### src/hdl/rwlt_pkg.sv
// ----------------------------------------------------------------------------
// rwlt_pkg: shared types and constants for the reader/writer lock table
// Sizes of the record table, operation and status codes, and the request
// word that walks down the cell chain.
// ----------------------------------------------------------------------------
package rwlt_pkg;

  localparam int TABLE_DEPTH   = 16;
  localparam int MAX_READERS   = 255;
  localparam int PAYLOAD_WIDTH = 64;

  localparam int KEY_W      = 32;
  localparam int PORT_PAY_W = 64;
  localparam int RC_W       = $clog2(MAX_READERS + 1);

  typedef enum logic [2:0] {
    FN_EXIT       = 3'd0,
    FN_READ_START = 3'd1,
    FN_READ_DONE  = 3'd2,
    FN_WRITE_LOCK = 3'd3,
    FN_COMMIT     = 3'd4,
    FN_UNLOCK     = 3'd5,
    FN_LOAD       = 3'd6,
    FN_INVALID    = 3'd7
  } func_t;

  typedef enum logic [2:0] {
    ST_OK        = 3'd0,
    ST_NOT_FOUND = 3'd1,
    ST_BUSY      = 3'd2,
    ST_PROTOCOL  = 3'd3,
    ST_FULL      = 3'd4
  } status_t;

  // Request word handed from cell to cell.
  typedef struct packed {
    logic                     active;
    logic                     done;
    func_t                    func;
    logic [KEY_W-1:0]         key;
    logic [PAYLOAD_WIDTH-1:0] data;
    status_t                  status;
    logic [PAYLOAD_WIDTH-1:0] pout;
  } tok_t;

endpackage

### src/hdl/rwlt_cell.sv
// ----------------------------------------------------------------------------
// rwlt_cell: one record slot of the lock table
// Holds one record and serves the request word that passes through it,
// then hands the word on to the next cell.
// ----------------------------------------------------------------------------
module rwlt_cell (
  input  logic              clk,
  input  logic              rst,
  input  logic              advance,
  input  rwlt_pkg::tok_t    tok_in,
  output rwlt_pkg::tok_t    tok_out,
  output logic              entry_valid
);

  logic [rwlt_pkg::KEY_W-1:0]         entry_key;
  logic [rwlt_pkg::PAYLOAD_WIDTH-1:0] entry_payload;
  logic [rwlt_pkg::RC_W-1:0]          reader_count;
  logic                               writer_held;

  logic                               entry_valid_next;
  logic [rwlt_pkg::KEY_W-1:0]         entry_key_next;
  logic [rwlt_pkg::PAYLOAD_WIDTH-1:0] entry_payload_next;
  logic [rwlt_pkg::RC_W-1:0]          reader_count_next;
  logic                               writer_held_next;
  rwlt_pkg::tok_t                     tok_next;

  logic hit;
  logic take;

  assign hit = tok_in.active && !tok_in.done && entry_valid && (entry_key == tok_in.key)
               && (tok_in.func != rwlt_pkg::FN_EXIT) && (tok_in.func != rwlt_pkg::FN_LOAD);
  assign take = tok_in.active && !tok_in.done && !entry_valid
                && (tok_in.func == rwlt_pkg::FN_LOAD);

  always_comb begin
    entry_valid_next   = entry_valid;
    entry_key_next     = entry_key;
    entry_payload_next = entry_payload;
    reader_count_next  = reader_count;
    writer_held_next   = writer_held;
    tok_next           = tok_in;
    if (take) begin
      // first free slot: append the record here
      entry_valid_next   = 1'b1;
      entry_key_next     = tok_in.key;
      entry_payload_next = tok_in.data;
      reader_count_next  = '0;
      writer_held_next   = 1'b0;
      tok_next.done      = 1'b1;
      tok_next.status    = rwlt_pkg::ST_OK;
    end else if (hit) begin
      tok_next.done   = 1'b1;
      tok_next.status = rwlt_pkg::ST_OK;
      unique case (tok_in.func)
        rwlt_pkg::FN_READ_START: begin
          if (writer_held || reader_count == rwlt_pkg::RC_W'(rwlt_pkg::MAX_READERS)) begin
            tok_next.status = rwlt_pkg::ST_BUSY;
          end else begin
            reader_count_next = reader_count + 1'b1;
            tok_next.pout     = entry_payload;
          end
        end
        rwlt_pkg::FN_READ_DONE: begin
          if (reader_count == '0) begin
            tok_next.status = rwlt_pkg::ST_PROTOCOL;
          end else begin
            reader_count_next = reader_count - 1'b1;
          end
        end
        rwlt_pkg::FN_WRITE_LOCK: begin
          if (writer_held || reader_count != '0) begin
            tok_next.status = rwlt_pkg::ST_BUSY;
          end else begin
            writer_held_next = 1'b1;
            tok_next.pout    = entry_payload;
          end
        end
        rwlt_pkg::FN_COMMIT: begin
          if (!writer_held) begin
            tok_next.status = rwlt_pkg::ST_PROTOCOL;
          end else begin
            entry_payload_next = tok_in.data;
          end
        end
        rwlt_pkg::FN_UNLOCK: begin
          if (!writer_held) begin
            tok_next.status = rwlt_pkg::ST_PROTOCOL;
          end else begin
            writer_held_next = 1'b0;
          end
        end
        default: begin
          tok_next.status = rwlt_pkg::ST_PROTOCOL;
        end
      endcase
    end
  end

  always_ff @(posedge clk) begin
    if (rst) begin
      entry_valid    <= 1'b0;
      reader_count   <= '0;
      writer_held    <= 1'b0;
      tok_out.active <= 1'b0;
    end else if (advance) begin
      entry_valid    <= entry_valid_next;
      reader_count   <= reader_count_next;
      writer_held    <= writer_held_next;
      tok_out        <= tok_next;
    end
  end

  always_ff @(posedge clk) begin
    if (advance) begin
      entry_key     <= entry_key_next;
      entry_payload <= entry_payload_next;
    end
  end

  a_excl_lock: assert property (@(posedge clk) disable iff (rst)
    !(writer_held && reader_count != '0))
    else $error("writer and readers hold the same record");

  a_free_unlocked: assert property (@(posedge clk) disable iff (rst)
    !entry_valid |-> (reader_count == '0 && !writer_held))
    else $error("free slot carries a lock");

  a_done_sticks: assert property (@(posedge clk) disable iff (rst)
    advance && tok_in.active && tok_in.done |=> tok_out.done)
    else $error("served request lost its result");

endmodule

### src/hdl/record_reader_writer_lock_table.sv
// ----------------------------------------------------------------------------
// record_reader_writer_lock_table: keyed record table with reader/writer locks
// Top level: entry register, chain of record cells and result register.
// ----------------------------------------------------------------------------
// Usage:
//   Requests come in on the in channel (func, key, payload_in) and each one
//   gives exactly one result word on the out channel (status, payload_out).
//   A word moves when its valid is high and its stall is low.
//   Each request word enters a register and then walks down a row of
//   TABLE_DEPTH cells, one cell per cycle unless the row is stalled; each
//   cell holds one record. The first valid cell whose key matches serves
//   the word, and a load is taken by the first free cell. A word that leaves
//   the row unserved becomes not found (or table full for a load).
//   Path: a result passes the entry register, every cell of the row and
//   then the result register on its way out.
//   Throughput: one request per cycle unless stalled; requests follow
//   each other down the row in order, so a later one sees every earlier update.
//   Stall: while a result waits under stall, the whole row holds and the in
//   channel stalls too; nothing is dropped.
//   Reset: clears every record slot and all locks, and empties the row and
//   the result register. The block accepts a request right after reset.
// ----------------------------------------------------------------------------
module record_reader_writer_lock_table (
  input  logic        clk,
  input  logic        rst,
  input  logic        in_valid,
  output logic        in_stall,
  input  logic [2:0]  func,
  input  logic signed [31:0] key,
  input  logic [63:0] payload_in,
  output logic        out_valid,
  input  logic        out_stall,
  output logic [2:0]  status,
  output logic [63:0] payload_out
);

  localparam int D = rwlt_pkg::TABLE_DEPTH;

  rwlt_pkg::tok_t         chain [0:D];
  rwlt_pkg::tok_t         tok_entry;
  logic [D-1:0]           valid_vec;
  logic                   advance;
  rwlt_pkg::status_t      final_status;

  // the whole row moves together unless a result waits under stall
  assign advance  = !(out_valid && out_stall);
  assign in_stall = !advance;

  // build the request word; exit is marked served right here
  always_comb begin
    tok_entry.active = in_valid;
    tok_entry.func   = rwlt_pkg::func_t'(func);
    tok_entry.key    = key;
    tok_entry.data   = payload_in[rwlt_pkg::PAYLOAD_WIDTH-1:0];
    tok_entry.pout   = '0;
    tok_entry.done   = (rwlt_pkg::func_t'(func) == rwlt_pkg::FN_EXIT);
    tok_entry.status = rwlt_pkg::ST_OK;
  end

  always_ff @(posedge clk) begin
    if (rst) begin
      chain[0].active <= 1'b0;
    end else if (advance) begin
      chain[0] <= tok_entry;
    end
  end

  for (genvar g = 0; g < D; g++) begin : g_cell
    rwlt_cell u_cell (
      .clk         (clk),
      .rst         (rst),
      .advance     (advance),
      .tok_in      (chain[g]),
      .tok_out     (chain[g+1]),
      .entry_valid (valid_vec[g])
    );
  end

  // unserved at the end of the row: no match, or no free slot for a load
  always_comb begin
    final_status = chain[D].status;
    if (!chain[D].done) begin
      final_status = (chain[D].func == rwlt_pkg::FN_LOAD) ? rwlt_pkg::ST_FULL
                                                           : rwlt_pkg::ST_NOT_FOUND;
    end
  end

  always_ff @(posedge clk) begin
    if (rst) begin
      out_valid <= 1'b0;
    end else if (advance) begin
      out_valid   <= chain[D].active;
      status      <= final_status;
      payload_out <= chain[D].done ? rwlt_pkg::PORT_PAY_W'(chain[D].pout)
                                   : '0;
    end
  end

  a_fill_packed: assert property (@(posedge clk) disable iff (rst)
    (valid_vec & (valid_vec + 1'b1)) == '0)
    else $error("occupied slots are not packed from the bottom");

  a_full_means_full: assert property (@(posedge clk) disable iff (rst)
    chain[D].active && !chain[D].done && chain[D].func == rwlt_pkg::FN_LOAD
      |-> (&valid_vec))
    else $error("load rejected while a slot is free");

  a_exit_served: assert property (@(posedge clk) disable iff (rst)
    chain[D].active && chain[D].func == rwlt_pkg::FN_EXIT
      |-> chain[D].done && chain[D].status == rwlt_pkg::ST_OK)
    else $error("exit request not answered ok");

endmodule

### config.mk
export PLATFORM = sky130hd
export DESIGN_NAME = record_reader_writer_lock_table
export DESIGN_NICKNAME = d
export VERILOG_FILES = /design/src/hdl/rwlt_pkg.sv /design/src/hdl/rwlt_cell.sv /design/src/hdl/record_reader_writer_lock_table.sv
export SDC_FILE = /design/constraint.sdc
export NUM_CORES = 2
export LEC_CHECK = 0
export ABC_AREA = 0
export BUFFER_PORTS_ARGS = -buffer_cell sky130_fd_sc_hd__buf_2
export CORE_MARGIN = 4
export CORE_UTILIZATION = 38
export CTS_CLUSTER_SIZE = 16
export DETAILED_ROUTE_END_ITERATION = 12
export HOLD_SLACK_MARGIN = 0.15
export PLACE_DENSITY = 0.56
export SYNTH_ARGS = -nofsm -noshare
export SYNTH_HDL_FRONTEND = slang
export SYNTH_HIERARCHICAL = 1
export SYNTH_SLANG_ARGS = --single-unit
### constraint.sdc
create_clock -name clk -period 12.2 [get_ports clk]
set_clock_uncertainty 0.15 [all_clocks]
set_input_delay 1.83 -clock clk [delete_from_list [all_inputs] [get_ports clk]]
set_output_delay 1.83 -clock clk [all_outputs]
set_load 0.03 [all_outputs]
==> flow_summary.yaml <==
grt:
  grt_max_degree: 168
  overflow: 0
  grt_pass1_vias: 69573
  grt_use_total_pct: 11.6
  grt_pass1_wl_mm: 416
  grt_antenna_before_repair: 9
sta:
  finalHoldViolations: 0
  rsz0062_at_grt: "no"
  fin_tns_setup_ns: 0
  final-setup-viol-count: 0
  report.final.slew_viol_count: 0
  whs_ns: 0.262
  period_needed_ns: 5.36
  clock.fmax_ghz: 0.187
  slew_headroom_pct: 27.6
  worstMarginPinSlew_ns: 1.08
  fin_crit_sh_pct: 43.9
cts:
  hold_buffers: 0
  worstSkewPairLatency_ns: 0.94
  cts.sinks: 4457
  cts-resized-gates: 0
  cts_root_buffer: "clkbuf_16"
  cts.clk_slew.worst_paths_ns: 0.06
  clk_path_buf_depth: 4
  h-tree-depth: 5
  cts_buffers: 437
  postCtsSetupBuffers: 0
  cts_tree: "done"
finish:
  areaGrowthSynthToFinish_pct: 13.1
  fin_area_um2: 185000
  n_fill_cell: 36361
  nets: 8904
  multi_input_area_um2: 29600
  final_cells: 14751
  drive_above_1_share_pct: 20.5
  ff_latch_area_um2: 132000
place:
  gp_congestion: 0.777
  dp_hpwl_mm: 178
  port_buffers: 171
  post_dp_cell_area_um2: 171000
  dp.cells: 13937
route:
  drt_iter0_markers: 4495
  wl_mm: 261
  vias: 67504
  antenna_left: 0
  vias_per_cell: 4.58
  firstDrtPassIters: 7
  drcViolationCount: 0
  wire_per_inst_um: 17.7
floorplan:
  rows: 240
  fp.dieW_um: 664
  die_area_um2: 441000
  fp.dieH_um: 664
  core_region_area_um2: 428000
  boundaryPins: 172
  initial_core_util_pct: 38.2
power:
  p_switching_mw: 6.22
  ir_worst_vdd_v: 0.000152
  p_seq_share_pct: 56.4
  intPower_mw: 25.3
  p_per_area_nw_per_um2: 170
  pwr-share-clk_pct: 41.5
  pwr-share-comb_pct: 2.1
  swShare_pct: 19.7
  p_leak_nw: 61.2
  p_total_mw: 31.5
worst_setup_path:
  cp_data_arrival_time_ns: 5.73
  critPathLaunchType: "input pin"
  cp_common_cell: "buf_4"
  crit_fanout: 87
  cp_cell_sequence: "buf_2 -> and2_1 -> inv_4 -> buf_4 -> nor2b_4 -> buf_4 -> buf_4"
  cpPeakStageDelay_ns: 0.95
  crit_path_end_kind: "register"
  critPathSlowestCell: "nor2b_4"
  r2r_slack_ns: 7.54
  path_class: "in2reg"
  required_ns: 12.57
synth:
  syn_area_per_cell_um2: 20.1
  synthCells: 8127
  synth_area_um2: 164000
  yosys_warnings: 6
job:
  cap_viol_max_count: 0
outcome:
  status: "finished clean"
min_path:
  min_path_type: "reg2reg"
[worst max-delay path, delay by kind of cell]
family	cells	cell delay, ns
AND/OR/NAND/NOR	2	1.18
buffers and inverters	5	2.56
[flip-flops by register name, indices dropped and copies added (netlist names)]
name,count
g_cell.u_cell/tok_out,2592
g_cell.u_cell/entry_payload,1024
status,3
payload_out,64
g_cell.u_cell/reader_count,128
g_cell.u_cell/entry_valid,16
g_cell.u_cell/writer_held,16
chain,101
out_valid,1
g_cell.u_cell/entry_key,512
[metal layers]
layer / track usage (%) / share of wire, %
met1: 17.7 / 50
met2: 17.3 / 44
met3: 1.72 / 3.5
met4: 3.56 / 2.7
met5: 0 / 0
[layout by cell type, fill, tap and decap left out, types with 17 or more instances in the layout]
cell type	count
edfxtp_1	4279
mux2_2	832
clkbuf_16	442
xnor2_1	416
xor2_1	192
mux2_1	192
dfxtp_1	178
buf_2	170
nor2_1	161
a21oi_1	131
nand3_1	129
nand4_1	128
nand2b_1	112
nand2_1	112
inv_1	97
clkbuf_1	97
o32ai_1	96
ha_1	96
clkinv_1	90
and2_1	82
clkinv_2	81
buf_4	80
conb_1	67
nor4_1	64
o21ai_0	64
nor3_1	49
o211ai_1	48
or3_1	48
bufinv_16	40
and3_1	32
nand3b_1	32
clkinvlp_4	18
and4bb_2	17
a21o_1	17
[path summary, 6_finish.rpt]
kind	start	endpoint	cells after the start
worst min register to register	g_cell[14].u_cell/tok_out[105]$_DFFE_PP_	g_cell[15].u_cell/entry_payload[38]$_DFFE_PP_	0
worst min-delay path	g_cell[14].u_cell/tok_out[105]$_DFFE_PP_	g_cell[15].u_cell/entry_payload[38]$_DFFE_PP_	0
worst max-delay path	out_stall	g_cell[6].u_cell/tok_out[104]$_DFFE_PP_	7
worst max register to register	out_valid$_SDFFE_PP0P_	g_cell[6].u_cell/tok_out[104]$_DFFE_PP_	6
[area by class of cell]
cell class                 instances  share of cell area, %
sequential                      4457                   71.4
multi-input combinational       3439                   16.0
clock buffer                     546                   6.23
tap                             5687                   3.85
clock inverter                   265                   1.43
timing repair buffer             256                  0.847
inverter                          98                  0.200
antenna                            3                0.00406
[power by group through the flow]
| stage | logic, mW | clock network [mW] | registers (mW) |
|---|---|---|---|
| 6_report | 0.665 | 13.0 | 17.8 |
| 5_1_grt | 0.741 | 14.1 | 17.8 |
| 4_1_cts | 0.680 | 13.5 | 17.8 |
| 3_5_place_dp | 0.670 | 0 | 18.1 |
| 3_3_place_gp | 0.652 | 0 | 18.1 |
| 2_1_floorplan | 0.493 | 0 | 18.0 |
[per-stage QoR]
| stage | worst slack (ns) | utilization [%] |
|---|---|---|
| floorplan | 0.179 | - |
| global placement | 6.03 | 39.9 |
| detailed placement | 5.84 | 39.9 |
| CTS | 6.86 | 43.2 |
| global route | 6.48 | 43.2 |
| finish | 6.84 | 43.2 |
Power figures use the tool's default switching activity.
